==> config.mk <==
export PLATFORM = sky130hd
export DESIGN_NAME = word_gated_vigenere_encrypt_unit
export DESIGN_NICKNAME = d
export VERILOG_FILES = /design/src/rtl/core/wgv_pkg.sv /design/src/rtl/core/wgv_char_step.sv /design/src/rtl/core/word_gated_vigenere_encrypt_unit.sv
export SDC_FILE = /design/constraint.sdc
export NUM_CORES = 1
export LEC_CHECK = 0
export BUFFER_PORTS_ARGS = -buffer_cell sky130_fd_sc_hd__buf_2
export CORE_UTILIZATION = 53
export DETAILED_ROUTE_END_ITERATION = 16
export GPL_TIMING_DRIVEN = 0
export PLACE_DENSITY = 0.85
export RECOVER_POWER = 100
export SLEW_MARGIN = 20
export SYNTH_ARGS = -nofsm -noshare
export SYNTH_HDL_FRONTEND = slang
export SYNTH_SLANG_ARGS = --single-unit
==> constraint.sdc <==
create_clock -name clk -period 16.65 [get_ports clk]
set_input_delay 1.665 -clock clk [delete_from_list [all_inputs] [get_ports clk]]
set_output_delay 1.665 -clock clk [all_outputs]
set_load 0.01 [all_outputs]
==> src/rtl/core/wgv_pkg.sv <==
`timescale 1ns / 1ps
// ----------------------------------------------------------------------------
// Word-gated Vigenere package
// Shared constants for the word-gated Vigenere encrypt unit.
// ----------------------------------------------------------------------------
package wgv_pkg;

    // Configuration port geometry. The 60-bit key needs a 64-bit data bus, so
    // registers sit at a stride of 8 bytes and bit 3 of the address picks one.
    localparam int ADDR_W = 4;
    localparam int DATA_W = 64;

    typedef enum logic [0:0] {
        REG_KEY_LETTERS = 1'b0,
        REG_KEY_LENGTH  = 1'b1
    } wgv_reg_idx_t;

    // Width of the key length register.
    localparam int LEN_W = 4;

    // Bits per key letter, and the character codes that the cipher uses.
    localparam int KEY_LETTER_W = 5;
    localparam logic [7:0] CH_A     = 8'd97;
    localparam logic [7:0] CH_E     = 8'd101;
    localparam logic [7:0] CH_I     = 8'd105;
    localparam logic [7:0] CH_O     = 8'd111;
    localparam logic [7:0] CH_U     = 8'd117;
    localparam logic [7:0] CH_Z     = 8'd122;
    localparam logic [7:0] CH_SPACE = 8'd32;
    localparam logic [5:0] ALPHA    = 6'd26;

endpackage

==> src/rtl/core/wgv_char_step.sv <==
`timescale 1ns / 1ps
// ----------------------------------------------------------------------------
// Word-gated Vigenere character step
// Holds the key position and word mode, and encrypts one byte per step.
// ----------------------------------------------------------------------------
module wgv_char_step #(
    parameter int KEY_MAX = 12
) (
    input  logic                                           clk,
    input  logic                                           rst_n,
    input  logic                                           step,
    input  logic [7:0]                                     msg_char,
    input  logic                                           line_start,
    input  logic [wgv_pkg::KEY_LETTER_W*KEY_MAX-1:0]       key_letters,
    input  logic [wgv_pkg::LEN_W-1:0]                      key_length,
    output logic [7:0]                                     res_char
);

    localparam int LW    = wgv_pkg::LEN_W;
    localparam int KW    = wgv_pkg::KEY_LETTER_W;
    localparam int POS_W = (KEY_MAX > 1) ? $clog2(KEY_MAX) : 1;

    logic [POS_W-1:0] key_pos_reg;
    logic [POS_W-1:0] key_pos_next;
    logic             encrypt_word_reg;
    logic             encrypt_word_next;
    logic             after_space_reg;
    logic             after_space_next;

    logic [LW-1:0]    eff_len;
    logic             is_vowel;
    logic             is_letter;
    logic             do_encrypt;
    logic [POS_W-1:0] pos_use;
    logic [LW-1:0]    pos_inc;
    logic [KW-1:0]    key_arr [KEY_MAX];
    logic [5:0]       sum;
    logic [5:0]       sum_mod;

    always_comb
    begin
        for (int i = 0; i < KEY_MAX; i++)
        begin
            key_arr[i] = key_letters[i*KW +: KW];
        end
    end

    always_comb
    begin
        eff_len = key_length;
        if (key_length == '0)
        begin
            eff_len = LW'(1);
        end
        else if (key_length > LW'(KEY_MAX))
        begin
            eff_len = LW'(KEY_MAX);
        end
    end

    assign is_vowel  = (msg_char == wgv_pkg::CH_A) || (msg_char == wgv_pkg::CH_E)
                    || (msg_char == wgv_pkg::CH_I) || (msg_char == wgv_pkg::CH_O)
                    || (msg_char == wgv_pkg::CH_U);
    assign is_letter = (msg_char >= wgv_pkg::CH_A) && (msg_char <= wgv_pkg::CH_Z);

    always_comb
    begin
        // The first byte of a line or of a word decides the word's mode.
        if (line_start || after_space_reg)
        begin
            encrypt_word_next = !is_vowel;
        end
        else
        begin
            encrypt_word_next = encrypt_word_reg;
        end

        pos_use = line_start ? '0 : key_pos_reg;
        if (LW'(pos_use) >= eff_len)
        begin
            pos_use = '0;
        end

        do_encrypt = encrypt_word_next && is_letter;

        // Key letter plus plain letter is at most 56, so two subtract steps
        // bring it into 0..25.
        sum = 6'(key_arr[pos_use]) + 6'(msg_char - wgv_pkg::CH_A);
        sum_mod = sum;
        if (sum_mod >= wgv_pkg::ALPHA)
        begin
            sum_mod = sum_mod - wgv_pkg::ALPHA;
        end
        if (sum_mod >= wgv_pkg::ALPHA)
        begin
            sum_mod = sum_mod - wgv_pkg::ALPHA;
        end

        pos_inc = LW'(pos_use) + LW'(1);
        if (do_encrypt)
        begin
            key_pos_next = (pos_inc >= eff_len) ? '0 : POS_W'(pos_inc);
            res_char     = wgv_pkg::CH_A + 8'(sum_mod);
        end
        else
        begin
            key_pos_next = pos_use;
            res_char     = msg_char;
        end

        after_space_next = (msg_char == wgv_pkg::CH_SPACE);
    end

    always_ff @(posedge clk or negedge rst_n)
    begin
        if (!rst_n)
        begin
            key_pos_reg      <= '0;
            encrypt_word_reg <= 1'b1;
            after_space_reg  <= 1'b0;
        end
        else if (step)
        begin
            key_pos_reg      <= key_pos_next;
            encrypt_word_reg <= encrypt_word_next;
            after_space_reg  <= after_space_next;
        end
    end

`ifndef SYNTHESIS
    // The key position always points inside the key store, even after the
    // key length has been shortened.
    a_pos_in_range: assert property (@(posedge clk) disable iff (!rst_n)
        LW'(key_pos_reg) < LW'(KEY_MAX))
        else $error("key position beyond the key store");

    // An encrypted byte is always a lower-case letter.
    a_enc_is_letter: assert property (@(posedge clk) disable iff (!rst_n)
        (step && do_encrypt) |->
            (res_char >= wgv_pkg::CH_A) && (res_char <= wgv_pkg::CH_Z))
        else $error("encrypted byte outside a to z");

    // A space always leaves the after-space flag set for the next byte.
    a_space_flag: assert property (@(posedge clk) disable iff (!rst_n)
        (step && (msg_char == wgv_pkg::CH_SPACE)) |=> after_space_reg)
        else $error("after-space flag not set by a space");
`endif

endmodule

==> src/rtl/core/word_gated_vigenere_encrypt_unit.sv <==
`timescale 1ns / 1ps
// ----------------------------------------------------------------------------
// Word-gated Vigenere encrypt unit
// Encrypts a byte stream word by word with a programmable Vigenere key.
// ----------------------------------------------------------------------------
// Usage:
// Message bytes enter on the input channel (in_valid/in_ready with msg_char
// and line_start) and encrypted bytes leave on the output channel
// (out_valid/out_ready with out_char). Every input transfer produces exactly
// one output transfer, in order.
// A byte is captured in the input register when it is transferred, and its
// result is registered in the output register when that register next loads.
// It takes one byte per cycle while the receiver does not stall; the rate is
// set by the per-byte update of the key position and word mode in the step.
// When the receiver stalls, the output register holds its byte and the
// input register can still take one more byte; further input transfers wait
// until the output drains. in_ready depends on out_ready combinationally.
// At reset both registers empty, the key position is zero, the word mode is
// encrypt, the key is all 'a' and the key length is one.
// The key and key length are written over the APB port at byte addresses 0
// and 8; they should be changed only while no bytes are in flight.
// ----------------------------------------------------------------------------
module word_gated_vigenere_encrypt_unit #(
    parameter int KEY_MAX = 12
) (
    input  logic                         clk,
    input  logic                         rst_n,

    input  logic                         in_valid,
    output logic                         in_ready,
    input  logic [7:0]                   msg_char,
    input  logic                         line_start,

    output logic                         out_valid,
    input  logic                         out_ready,
    output logic [7:0]                   out_char,

    input  logic                         psel,
    input  logic                         penable,
    input  logic                         pwrite,
    input  logic [wgv_pkg::ADDR_W-1:0]   paddr,
    input  logic [wgv_pkg::DATA_W-1:0]   pwdata,
    output logic [wgv_pkg::DATA_W-1:0]   prdata,
    output logic                         pready
);

    localparam int KEY_W = wgv_pkg::KEY_LETTER_W * KEY_MAX;
    localparam int LW    = wgv_pkg::LEN_W;

    // Configuration registers.
    logic [KEY_W-1:0]          key_letters_reg;
    logic [LW-1:0]             key_length_reg;
    logic                      cfg_write;
    wgv_pkg::wgv_reg_idx_t     reg_idx;

    // Input stage.
    logic                      s1_valid_reg;
    logic [7:0]                s1_char_reg;
    logic                      s1_line_start_reg;

    // Output stage.
    logic                      out_valid_reg;
    logic [7:0]                out_char_reg;

    logic                      out_load;
    logic                      s1_load;
    logic [7:0]                res_char;

    // ------------------------------------------------------------------
    // APB register port. Bit 3 of the address selects the register, so the
    // key sits at byte address 0 and the key length at byte address 8.
    // ------------------------------------------------------------------
    assign pready    = 1'b1;
    assign cfg_write = psel && penable && pwrite && pready;
    assign reg_idx   = wgv_pkg::wgv_reg_idx_t'(paddr[3]);

    always_ff @(posedge clk or negedge rst_n)
    begin
        if (!rst_n)
        begin
            key_letters_reg <= '0;
            key_length_reg  <= LW'(1);
        end
        else if (cfg_write)
        begin
            unique case (reg_idx)
                wgv_pkg::REG_KEY_LETTERS: key_letters_reg <= pwdata[KEY_W-1:0];
                wgv_pkg::REG_KEY_LENGTH:  key_length_reg  <= pwdata[LW-1:0];
                default:                  key_length_reg  <= key_length_reg;
            endcase
        end
    end

    always_comb
    begin
        unique case (reg_idx)
            wgv_pkg::REG_KEY_LETTERS: prdata = wgv_pkg::DATA_W'(key_letters_reg);
            wgv_pkg::REG_KEY_LENGTH:  prdata = wgv_pkg::DATA_W'(key_length_reg);
            default:                  prdata = '0;
        endcase
    end

    // ------------------------------------------------------------------
    // Two-register pipeline. The output register loads whenever it is empty
    // or its byte is being taken; the input register then hands its byte on
    // and can take a new one in the same cycle.
    // ------------------------------------------------------------------
    assign out_load = !out_valid_reg || out_ready;
    assign in_ready = !s1_valid_reg || out_load;
    assign s1_load  = in_valid && in_ready;

    always_ff @(posedge clk or negedge rst_n)
    begin
        if (!rst_n)
        begin
            s1_valid_reg <= 1'b0;
        end
        else if (in_ready)
        begin
            s1_valid_reg <= in_valid;
        end
    end

    always_ff @(posedge clk)
    begin
        if (s1_load)
        begin
            s1_char_reg       <= msg_char;
            s1_line_start_reg <= line_start;
        end
    end

    // The character step updates its key position and word mode exactly
    // once per byte, when the byte moves into the output register.
    wgv_char_step #(
        .KEY_MAX    (KEY_MAX)
    ) u_step (
        .clk        (clk),
        .rst_n      (rst_n),
        .step       (s1_valid_reg && out_load),
        .msg_char   (s1_char_reg),
        .line_start (s1_line_start_reg),
        .key_letters(key_letters_reg),
        .key_length (key_length_reg),
        .res_char   (res_char)
    );

    always_ff @(posedge clk or negedge rst_n)
    begin
        if (!rst_n)
        begin
            out_valid_reg <= 1'b0;
        end
        else if (out_load)
        begin
            out_valid_reg <= s1_valid_reg;
        end
    end

    always_ff @(posedge clk)
    begin
        if (out_load && s1_valid_reg)
        begin
            out_char_reg <= res_char;
        end
    end

    assign out_valid = out_valid_reg;
    assign out_char  = out_char_reg;

`ifndef SYNTHESIS
    // A byte taken into the input register is there on the next cycle.
    a_s1_fill: assert property (@(posedge clk) disable iff (!rst_n)
        s1_load |=> s1_valid_reg)
        else $error("accepted byte lost from the input register");

    // A stalled input byte stays in place until the output stage frees up.
    a_s1_hold: assert property (@(posedge clk) disable iff (!rst_n)
        (s1_valid_reg && !out_load) |=> (s1_valid_reg && $stable(s1_char_reg)))
        else $error("input register changed while the output stalled");

    // A result appears only when the input stage held a byte the cycle before.
    a_out_source: assert property (@(posedge clk) disable iff (!rst_n)
        $rose(out_valid_reg) |-> $past(s1_valid_reg))
        else $error("result produced without an input byte");
`endif

endmodule

Word level (Yosys, flattened, before mapping)
Index checks and enable logic that the tools add are counted.
{"block": "word_totals", "in_bits": 84, "register_bits": 89, "wordCells": 65}
{"block": "classes", "muxes": 14, "n_reduce_logical": 19, "addsub": 6, "bitwise_logic": 2, "magnitude_cmp": 8, "eq_ne": 6}
{"operator": "case mux 64 bit (2 select lines)", "count": 1}
{"operator": "equality test 8 x 7 -> 1 bit, second input constant", "count": 5}
{"operator": "2-to-1 mux 4 bit", "count": 6}
{"operator": "binary-select mux 5 bit (select 4 bit)", "count": 1}
{"operator": ">= comparator 6 x 5 -> 1 bit, second input constant", "count": 2}
{"operator": "2-to-1 mux 6 bit", "count": 2}
{"operator": "subtractor 6 x 5 -> 6 bit, second input constant", "count": 2}
{"operator": "2-to-1 mux 5 bit", "count": 2}
{"operator": "adder 7 x 6 -> 8 bit, first input constant", "count": 1}
{"operator": "equality test 8 x 6 -> 1 bit, second input constant", "count": 1}
{"operator": ">= comparator 4 bit", "count": 2}
{"operator": ">= comparator 8 x 7 -> 1 bit, second input constant", "count": 1}
{"operator": "<= comparator 8 x 7 -> 1 bit, second input constant", "count": 1}
{"operator": "2-to-1 mux 8 bit", "count": 1}
{"operator": "logical OR 1 bit", "count": 7}
{"operator": "adder 5 x 6 -> 6 bit", "count": 1}
{"operator": "logical AND 1 bit", "count": 6}
{"operator": "subtractor 6 bit, second input constant", "count": 1}
{"operator": ">= comparator 5 bit, second input constant", "count": 1}
{"operator": "inverter 4 -> 5 bit", "count": 1}
{"operator": "adder 4 x 1 -> 4 bit, second input constant", "count": 1}
{"operator": "> comparator 4 bit, second input constant", "count": 1}
{"operator": "zero test 4 bit", "count": 1}
{"operator": "AND reduction 2 bit", "count": 2}
{"operator": "3 further kinds", "count": 5}

Depth between registers and ports, before layout
Gate-level depths: netlist (run 1).
{"block": "logic_depth", "ltp_word": 16, "depth_mapped": 33, "depth_no_buf": 32}

Cells and area by module
Synthesis (run 1) repeated with hierarchy kept, for this count alone.
{"block": "hier_totals", "cells_unflattened": 506, "area_unflattened_um2": 5733.0}
{"mod": "word_gated_vigenere_encrypt_unit", "cells_per_inst": 235, "area_per_inst_um2": 3714.8, "instances": 1, "seq_area_each_um2": 2163.3}
{"mod": "wgv_char_step", "cells_per_inst": 271, "area_per_inst_um2": 2018.2, "instances": 1, "seq_area_each_um2": 151.4}

Worst setup path before layout (run 1)
No wires, ideal clock.
{"block": "synth_path", "path_type": "reg2reg", "startpoint": "reg s1_line_start_reg", "endpoint": "reg out_char_reg[7], in the netlist out_char[7] (data pin)", "path_slack_ps": 9825, "path_stages_with_launch": 31, "t_required_ps": 16384, "n_path_buf": 1, "arrival_ps": 6559, "path_cell_list": "edfxtp_1 nor2b_1 clkinv_1 ha_1 nand2b_1 a21o_1 a21o_1 a21o_1 nor2_2 buf_2 mux2i_1 mux2i_1 mux2_2 o21ai_0 ha_1 inv_1 ha_1 fa_1 xnor2_1 nor2_1 a21oi_1 mux2_2 ha_1 a21oi_1 a21oi_1 o221ai_1 nand3_4 and3_4 mux2_2 a31oi_1 a21oi_1"}
{"block": "synth_between", "elab_chain_cells": 14, "word_cells_on_any_way": 19, "cone_classes": "add/sub (4); order compare (3); mux (9); bitwise (1); reduce/logical (2)"}
{"element": "from (decl)", "line_no": "word_gated_vigenere_encrypt_unit.sv:59", "rtl": "logic s1_line_start_reg;"}
{"element": "from (signal assigned)", "line_no": "word_gated_vigenere_encrypt_unit.sv:129", "rtl": "s1_line_start_reg <= line_start;"}
{"element": "2-to-1 mux 4 bit", "line_no": "wgv_char_step.sv:78", "rtl": "pos_use = line_start ? '0 : key_pos_reg;"}
{"element": ">= comparator 4 bit", "line_no": "wgv_char_step.sv:79", "rtl": "if (LW'(pos_use) >= eff_len)"}
{"element": "2-to-1 mux 4 bit", "line_no": "wgv_char_step.sv:79"}
{"element": "inverter 4 -> 5 bit (implied by the code)", "line_no": "wgv_char_step.sv:88", "rtl": "sum = 6'(key_arr[pos_use]) + 6'(msg_char - wgv_pkg::CH_A);"}
{"element": "binary-select mux 5 bit (select 4 bit)", "line_no": "wgv_char_step.sv:88"}
{"element": "2-to-1 mux 5 bit (implied by the code) (2 in a row)", "line_no": "wgv_char_step.sv:88"}
{"element": "adder 5 x 6 -> 6 bit", "line_no": "wgv_char_step.sv:88"}
{"element": "subtractor 6 x 5 -> 6 bit or >= comparator 6 x 5 -> 1 bit (tied branches)", "line_no": "wgv_char_step.sv:92, wgv_char_step.sv:90"}
{"element": "2-to-1 mux 6 bit", "line_no": "wgv_char_step.sv:90", "rtl": "if (sum_mod >= wgv_pkg::ALPHA)"}
{"element": "subtractor 6 x 5 -> 6 bit or >= comparator 6 x 5 -> 1 bit (tied branches)", "line_no": "wgv_char_step.sv:96, wgv_char_step.sv:94"}
{"element": "2-to-1 mux 6 bit", "line_no": "wgv_char_step.sv:94", "rtl": "if (sum_mod >= wgv_pkg::ALPHA)"}
{"element": "adder 7 x 6 -> 8 bit", "line_no": "wgv_char_step.sv:103", "rtl": "res_char = wgv_pkg::CH_A + 8'(sum_mod);"}
{"element": "2-to-1 mux 8 bit *", "line_no": "wgv_char_step.sv:100", "rtl": "if (do_encrypt)"}
{"element": "named net res_char[7]", "line_no": "word_gated_vigenere_encrypt_unit.sv:67", "rtl": "logic [7:0] res_char;"}
{"element": "to (signal assigned)", "line_no": "word_gated_vigenere_encrypt_unit.sv:164", "rtl": "out_char_reg <= res_char;"}
{"element": "to (decl)", "line_no": "word_gated_vigenere_encrypt_unit.sv:63", "rtl": "logic [7:0] out_char_reg;"}
The timed path passes the listed nets; every way through them passes the cells marked *. The select of a mux whose other input is x is not followed.
A chain may end at the register's enable or synchronous reset.

Final worst setup path (run 1)
{"block": "layout_path", "startpoint": "reg s1_line_start_reg", "endpoint": "reg out_char_reg[5], in the netlist out_char[5] (data pin)"}
Same word-level chain as after synthesis.

==> results of run 1 <==
## final timing paths
check,from,end,slack (ns),cells after the start
max,s1_line_start_reg,out_char[5],7.88,29
max reg2reg,s1_line_start_reg,out_char[5],7.88,29
min reg2reg,s1_valid_reg,out_valid,0.51,1
min in group asynchronous,rst_n,key_letters_reg[10],1.77,1
min,s1_valid_reg,out_valid,0.51,1
max in group asynchronous,rst_n,u_step.key_pos_reg[1],12.12,2
## through the flow
stage | setup WS [ns] | hold slack (ns) | utilization | area, um2 | cells
2_1_floorplan | 9.825 | 0.4422 | - | 5525 | 521
3_3_place_gp | 8.715 | 0.4658 | 0.6476 | 6417 | 799
3_5_place_dp | 8.512 | 0.4819 | 0.6499 | 6440 | 800
4_1_cts | 8.491 | 0.5050 | 0.6716 | 6655 | 816
5_1_grt | 7.183 | 0.5323 | 0.6585 | 6525 | 816
6_report | 7.879 | 0.5067 | 0.6585 | 6525 | 816
## area by class of cell
cell class,count,share of cell area
sequential,89,0.3547
multi-input combinational,374,0.4491
tap,133,0.02550
buffer,29,0.02282
inverter,29,0.01668
timing repair buffer,146,0.09818
clock buffer,11,0.02320
clock inverter,5,0.009779
## worst reg2reg max path: cells and delay by family (launching register included)
family                   cells  cell delay [ns]
AO/OA/AOI/OAI               11             2.68
adder cells (fa/ha/maj)      5             1.63
AND/OR/NAND/NOR              5             1.21
buffers and inverters        4             1.10
multiplexers                 3             0.97
flip-flops                   1             0.47
XOR/XNOR                     1             0.47
## per-layer routing
| metal | GRT usage | part of all wire |
|---|---|---|
| met1 | 0.3179 | 0.42 |
| met2 | 0.4557 | 0.51 |
| met3 | 0.04261 | 0.046 |
| met4 | 0.1051 | 0.021 |
| met5 | 0 | 0 |
## cells by family (layout without fill, tap and decap cells)
group                    count (synthesis)  after routing  share of synthesized area
AO/OA/AOI/OAI                           81             81                    0.09508
XOR/XNOR                                13             13                    0.02065
adder cells (fa/ha/maj)                 23             23                    0.05355
buffers and inverters                   58            220                    0.04697
flip-flops                              89             89                     0.4198
multiplexers                           100            100                     0.2063
other                                    2              5                   0.001362
AND/OR/NAND/NOR                        152            152                     0.1563
## placed cells by master (no fill, tap or decap), types with 7 or more instances in the layout
cell       n
a21oi_1   18
buf_2     76
clkbuf_1  91
clkbuf_8  11
dfrtp_1   70
edfxtp_1  17
ha_1      22
inv_1     27
mux2_2    77
mux2i_1   18
nand2_1   29
nand2b_1   9
nand3_1    7
nor2_1    17
nor2b_1   61
o21ai_0   24
xnor2_1    9
## power groups by stage
stage	combinational [mW]	sequential, mW	clock [mW]
floorplan	0.456	0.288	0
global placement	0.558	0.296	0
detailed placement	0.580	0.299	0
CTS	0.584	0.295	0.161
global route	0.632	0.301	0.173
finish	0.568	0.295	0.160
==> results_dict.tcl, run 1 <==
set metrics [dict create \
    numCtsBuffers 9 \
    p_int_uw 596.1 \
    critPathCaptureType "register" \
    io_pins 159 \
    ys_warn_count 0 \
    drtIter0Drc 273 \
    maxSlewViolCount 75 \
    cts.repair.resized 0 \
    yosysMostFrequentCell "mux2_2" \
    p_per_area_nw_per_um2 156.9 \
    yosys.area.top_type "dfrtp_1" \
    avgRoutedWirePerCell_um 16.74 \
    fin_crit_sh 0.5268 \
    hpwl_um 10620 \
    fp-row-count 36 \
    fin_setup_tns_ns 0 \
    clkTransAtPathRegs_ns 0.09 \
    die-area_um2 10820 \
    seq_power_share 0.289 \
    ys.flop_type "dfrtp_1" \
    combPwrFrac 0.555 \
    fin_skew_ns 0.008391 \
    fp.dieH_um 104 \
    yosysSeqAreaShare 0.4198 \
    ctsHtreeMaxLevel 3 \
    finalNetCount 785 \
    start_util 0.5564 \
    antenna_cells 0 \
    vias 4553 \
    via_per_inst 5.580 \
    swShare 0.4177 \
    start_kind "register" \
    first_pass_iters 5 \
    slowest_delay_ns 0.53 \
    clockPowerShare 0.156 \
    routed_wl_um 13660 \
    syn_area_um2 5514 \
    insertion_delay_ns 0.37 \
    core_area_um2 9910 \
    crit_buf_inv 4 \
    hp-class "reg -> reg" \
    synthArstFlopShare 0.8090 \
    numClockSinks 89 \
    path_delay_family "compound AO/OA/AOI/OAI gates" \
    critical_path_class "reg -> reg" \
    drc 0 \
    power_switching_uw 427.6 \
    ys_types 63 \
    critical_path_arrival_ns 8.91 \
    setup_viol 0 \
    power.total_mw 1.024 \
    worstMarginPinSlew_ns 2.141 \
    outcome "finished, violations left" \
    syn_inst 518 \
    drive_above_1_share 0.2796 \
    antenna_left 0 \
    grt_max_degree 41 \
    p_leak_nw 2.863 \
    crit_required_ns 16.79 \
    synth_edf_count 17 \
    antenna_found_initial 0 \
    max-clock-path-buffers 2 \
    grt_pass1_wl_um 22160 \
    cts_tree "done" \
    largest_reg_flops 60 \
    yosysTopAreaCellShare 0.3177 \
    ir_worst_vdd_mv 0.07768 \
    cap_violations 2 \
    cp_max_fo 11 \
    fmax_mhz 114.0 \
    overflow 0 \
    areaGrowthSynthToFinish_pct 18.33 \
    cts_setup_buffers 0 \
    max-slew-margin-rel -0.4270 \
    ff_latch_area_um2 2315 \
    postSynthAreaPerCell_um2 10.64 \
    gp_congestion 0.8615 \
    violations "capacitance limit, slew limit" \
    multiInputGateArea_um2 2930 \
    fill_cells 829 \
    die_w_um 104 \
    ys_ff_latch 89 \
    rsz0062_at_grt "no" \
    final_hold_viol_count 0 \
    crit_path_top_delay_cell "clkbuf_1" \
    port_buffers 145 \
    postCtsHoldBufs 0 \
    synth_area_leaders "dfrtp_1 32%, mux2_2 16%, edfxtp_1 9.3%, nor2b_1 6.9%, ha_1 5.0%" \
    grt_pass1_vias 4548 \
    period_minus_slack_ns 8.771 \
    grt_use_total 0.2598 \
    synth_common_cells "79 x mux2_2, 70 x dfrtp_1, 61 x nor2b_1" \
    root_buffer "clkbuf_8" \
]
Note: power is estimated with default switching activity, not from simulation.
==> run 2: changes to the inputs <==
clock period = 8.4 ns   (was 16.65 ns; I/O delays follow)
==> results_dict.tcl, run 2 (same netlist as run 1, synthesis figures left out) <==
set metrics [dict create \
    antenna_left 0 \
    antenna_found_initial 0 \
    ctsHtreeMaxLevel 3 \
    critical_path_arrival_ns 7.94 \
    critical_path_class "reg -> reg" \
    start_kind "register" \
    grt_pass1_vias 4548 \
    maxSlewViolCount 75 \
    rsz0062_at_grt "no" \
    die-area_um2 10820 \
    drive_above_1_share 0.2914 \
    worstMarginPinSlew_ns 2.142 \
    hpwl_um 10620 \
    whs_path_depth 1 \
    antenna_cells 0 \
    grt_pass1_wl_um 22160 \
    finalNetCount 785 \
    numClockSinks 89 \
    first_pass_iters 5 \
    gp_congestion 0.8615 \
    min-delay-start "s1_valid_reg" \
    via_per_inst 5.597 \
    violations "capacitance limit, slew limit" \
    routed_wl_um 13740 \
    port_buffers 145 \
    drc 0 \
    setup_viol 0 \
    fin_ws_ns 0.5793 \
    io_pins 159 \
    fin_setup_tns_ns 0 \
    critPathCaptureType "register" \
    areaGrowthSynthToFinish_pct 18.99 \
    overflow 0 \
    largest_reg_flops 60 \
    p_leak_nw 2.883 \
    cts_setup_buffers 0 \
    max-slew-margin-rel -0.4277 \
    numCtsBuffers 9 \
    fin_crit_sh 0.9310 \
    r2r_start "s1_line_start_reg" \
    p_per_area_nw_per_um2 316.1 \
    drtIter0Drc 281 \
    max-clock-path-buffers 2 \
    cp_max_fo 10 \
    ir_worst_vdd_mv 0.1539 \
    slowest_delay_ns 0.47 \
    insertion_delay_ns 0.37 \
    grt_use_total 0.2598 \
    core_area_um2 9910 \
    crit_path_top_delay_cell "edfxtp_1" \
    root_buffer "clkbuf_8" \
    die_w_um 104 \
    final_common_cell "clkbuf_1" \
    crit_required_ns 8.52 \
    fin_skew_ns 0.008909 \
    cts.repair.resized 0 \
    r2r_cells 30 \
    period_minus_slack_ns 7.821 \
    postCtsHoldBufs 0 \
    fmax_mhz 127.9 \
    preCtsSetupSlack_ns 0.2624 \
    critPathLaunch "s1_line_start_reg" \
    clkTransAtPathRegs_ns 0.09 \
    cap_violations 2 \
    final_hold_viol_count 0 \
    vias 4567 \
    avgRoutedWirePerCell_um 16.84 \
    hp-class "reg -> reg" \
    final_cell_mix "90 x clkbuf_1, 78 x mux2_2, 77 x buf_2" \
    start_util 0.5564 \
    grt_max_degree 41 \
    cts_tree "done" \
    fp-row-count 36 \
    outcome "finished, violations left" \
    fp.dieH_um 104 \
]
-- run 2: final cells by class --
cell class / instances / area [um2]
tap: 133 / 166.4
inverter: 29 / 108.9
sequential: 89 / 2315
timing repair buffer: 146 / 640.6
clock buffer: 11 / 151.4
buffer: 29 / 150.1
multi-input combinational: 374 / 2965
clock inverter: 5 / 63.81
fill: 822 / 3348
-- run 2: report_power, final --
part           switching (mW)  internal, mW
combinational           0.647         0.524
clock                   0.162         0.155
sequential             0.0625         0.523
-- run 2: worst max-delay path: cells and delay by family (launching register included) --
family / cells / cell delay, ns
AO/OA/AOI/OAI: 10 / 2.05
AND/OR/NAND/NOR: 7 / 1.62
adder cells (fa/ha/maj): 5 / 1.45
multiplexers: 5 / 1.34
buffers and inverters: 3 / 0.61
flip-flops: 1 / 0.47
-- run 2: path summary, 6_finish.rpt --
check                                         to  slack (ns)
setup / recovery                     out_char[7]        0.58
hold / removal                         out_valid        0.51
setup reg to reg                     out_char[7]        0.58
hold reg to reg                        out_valid        0.51
max in group asynchronous  u_step.key_pos_reg[1]        4.71
min in group asynchronous    key_letters_reg[10]        0.94
-- run 2: through the flow --
step                total power [mW]  instances  utilization  instance area, um2  hold slack [ns]
detailed placement             1.743        800       0.6499                6440           0.4819
floorplan                      1.473        521            -                5525           0.4422
global route                   2.238        816       0.6621                6561           0.5323
CTS                            2.060        816       0.6716                6655           0.4091
global placement               1.693        799       0.6476                6417           0.4658
finish                         2.074        816       0.6621                6561           0.5066
-- run 2: layer usage --
metal,up-vias,part of all wire,global-route usage,routed length [um]
met4,0,0.022,0.1051,301
met3,32,0.044,0.04261,600
met1,2208,0.42,0.3179,5759
met2,185,0.52,0.4557,7077
met5,-,0,0,0
li1,2142,-,-,-
==> run 3: changes to the inputs <==
PLACE_DENSITY = 0.81   (was 0.85)
==> results_dict.tcl, run 3 (same netlist as run 1, synthesis figures left out) <==
set metrics [dict create \
    final_cell_mix "91 x clkbuf_1, 79 x mux2_2, 77 x buf_2" \
    crit_path_top_delay_cell "edfxtp_1" \
    grt_max_degree 40 \
    hpwl_um 10460 \
    post-place-cells 800 \
    multiInputGateArea_um2 2960 \
    outcome "finished, violations left" \
    min-delay-start "u_step.key_pos_reg[0]" \
    areaGrowthSynthToFinish_pct 18.20 \
    p_per_area_nw_per_um2 310.8 \
    gp_congestion 0.8590 \
    fp.dieH_um 104 \
    max-clock-path-buffers 2 \
    crit_required_ns 8.51 \
    numClockSinks 89 \
    critPathCaptureType "register" \
    slowest_delay_ns 0.48 \
    cts_setup_buffers 0 \
    ff_latch_area_um2 2315 \
    insertion_delay_ns 0.37 \
    rsz0062_at_grt "no" \
    fill_cells 825 \
    hp-class "reg -> reg" \
    fin_skew_ns 0.008383 \
    p_leak_nw 2.862 \
    drive_above_1_share 0.2884 \
    ir_worst_vdd_mv 0.1582 \
    start_kind "register" \
    period_minus_slack_ns 7.807 \
    setup_viol 0 \
    max-slew-margin-rel -0.3708 \
    finalNetCount 785 \
    violations "capacitance limit, slew limit" \
    antenna_cells 0 \
    drtIter0Drc 192 \
    critical_path_arrival_ns 7.92 \
    finalNonFillerCells 816 \
    core_area_um2 9910 \
    root_buffer "clkbuf_8" \
    final_core_util 0.6577 \
    overflow 0 \
    r2r_cells 31 \
    first_pass_iters 5 \
    final_area_um2 6518 \
    largest_reg_flops 60 \
    antenna_found_initial 0 \
    holdPathEnd "u_step.key_pos_reg[0]" \
    final_hold_viol_count 0 \
    cts_tree "done" \
    fmax_mhz 128.1 \
    grt_pass1_vias 4490 \
    cp_max_fo 10 \
    avgRoutedWirePerCell_um 16.56 \
    cap_violations 2 \
    r2r_end "out_char[7]" \
    fin_crit_sh 0.9295 \
    start_util 0.5564 \
    maxSlewViolCount 75 \
    die_w_um 104 \
    grt_use_total 0.2555 \
    io_pins 159 \
    drc 0 \
    final_common_cell "clkbuf_1" \
    timing.hold.ws_ns 0.4940 \
    ff2ff_setup_slack_ns 0.59 \
    port_buffers 145 \
    numCtsBuffers 9 \
    vias 4466 \
    cp_common_cell "a21oi_1" \
    clkTransAtPathRegs_ns 0.09 \
    whs_path_depth 2 \
    fp-row-count 36 \
    placed_area_um2 6440 \
    antenna_left 0 \
    r2r_start "s1_line_start_reg" \
    die-area_um2 10820 \
    via_per_inst 5.473 \
    fin_setup_tns_ns 0 \
    grt_pass1_wl_um 21890 \
    ctsHtreeMaxLevel 3 \
    routed_wl_um 13510 \
    critical_path_class "reg -> reg" \
    worstMarginPinSlew_ns 2.056 \
]
run 3: repair_timing:
action,4_1_cts,5_1_grt
endpoints found under the setup margin,0,7
hold buffers,0,0
gates resized for setup,0,3
run 3: area by class of cell:
cell class	count	share of cell area
Clock inverter	5	0.006335
Buffer	29	0.02304
Multi-Input combinational cell	374	0.4542
Inverter	29	0.01670
Sequential cell	89	0.3552
Clock buffer	11	0.02073
Tap cell	133	0.02553
Timing Repair Buffer	146	0.09829
run 3: worst max-delay path by stage:
stage                      startpoint           to  slack, ns  cells past startpoint
global route        s1_line_start_reg  out_char[4]       0.08                     31
detailed placement  s1_line_start_reg  out_char[7]       0.38                     30
finish              s1_line_start_reg  out_char[7]       0.59                     31
global placement    s1_line_start_reg  out_char[7]       0.51                     30
floorplan           s1_line_start_reg  out_char[7]       1.57                     30
CTS                 s1_line_start_reg  out_char[7]       0.33                     30
run 3: power breakdown:
group	total (mW)	switching, mW	internal (mW)
Clock	0.276	0.163	0.113
Sequential	0.586	0.0629	0.523
Combinational	1.16	0.645	0.518
run 3: per-stage QoR:
stage / power (mW) / worst slack (ns)
final: 2.025 / 0.5925
after global routing: 2.177 / 0.08023
after CTS: 2.019 / 0.3320
after detailed placement: 1.740 / 0.3762
after global placement: 1.690 / 0.5059
after floorplan: 1.473 / 1.575
run 3: routing by layer:
layer | part of all wire | wire, um | vias to the layer above | GRT usage
li1 | - | - | 2136 | -
met1 | 0.42 | 5696 | 2164 | 0.3174
met2 | 0.51 | 6906 | 144 | 0.4395
met3 | 0.046 | 626 | 22 | 0.03947
met4 | 0.021 | 282 | 0 | 0.1133
met5 | 0 | 0 | - | 0
run 3: worst max-delay path, delay by kind of cell (launching register included):
kind,cells,cell delay [ns]
AO/OA/AOI/OAI,12,2.50
XOR/XNOR,1,0.14
adder cells (fa/ha/maj),4,1.11
buffers and inverters,4,0.89
flip-flops,1,0.48
multiplexers,5,1.34
AND/OR/NAND/NOR,5,1.10
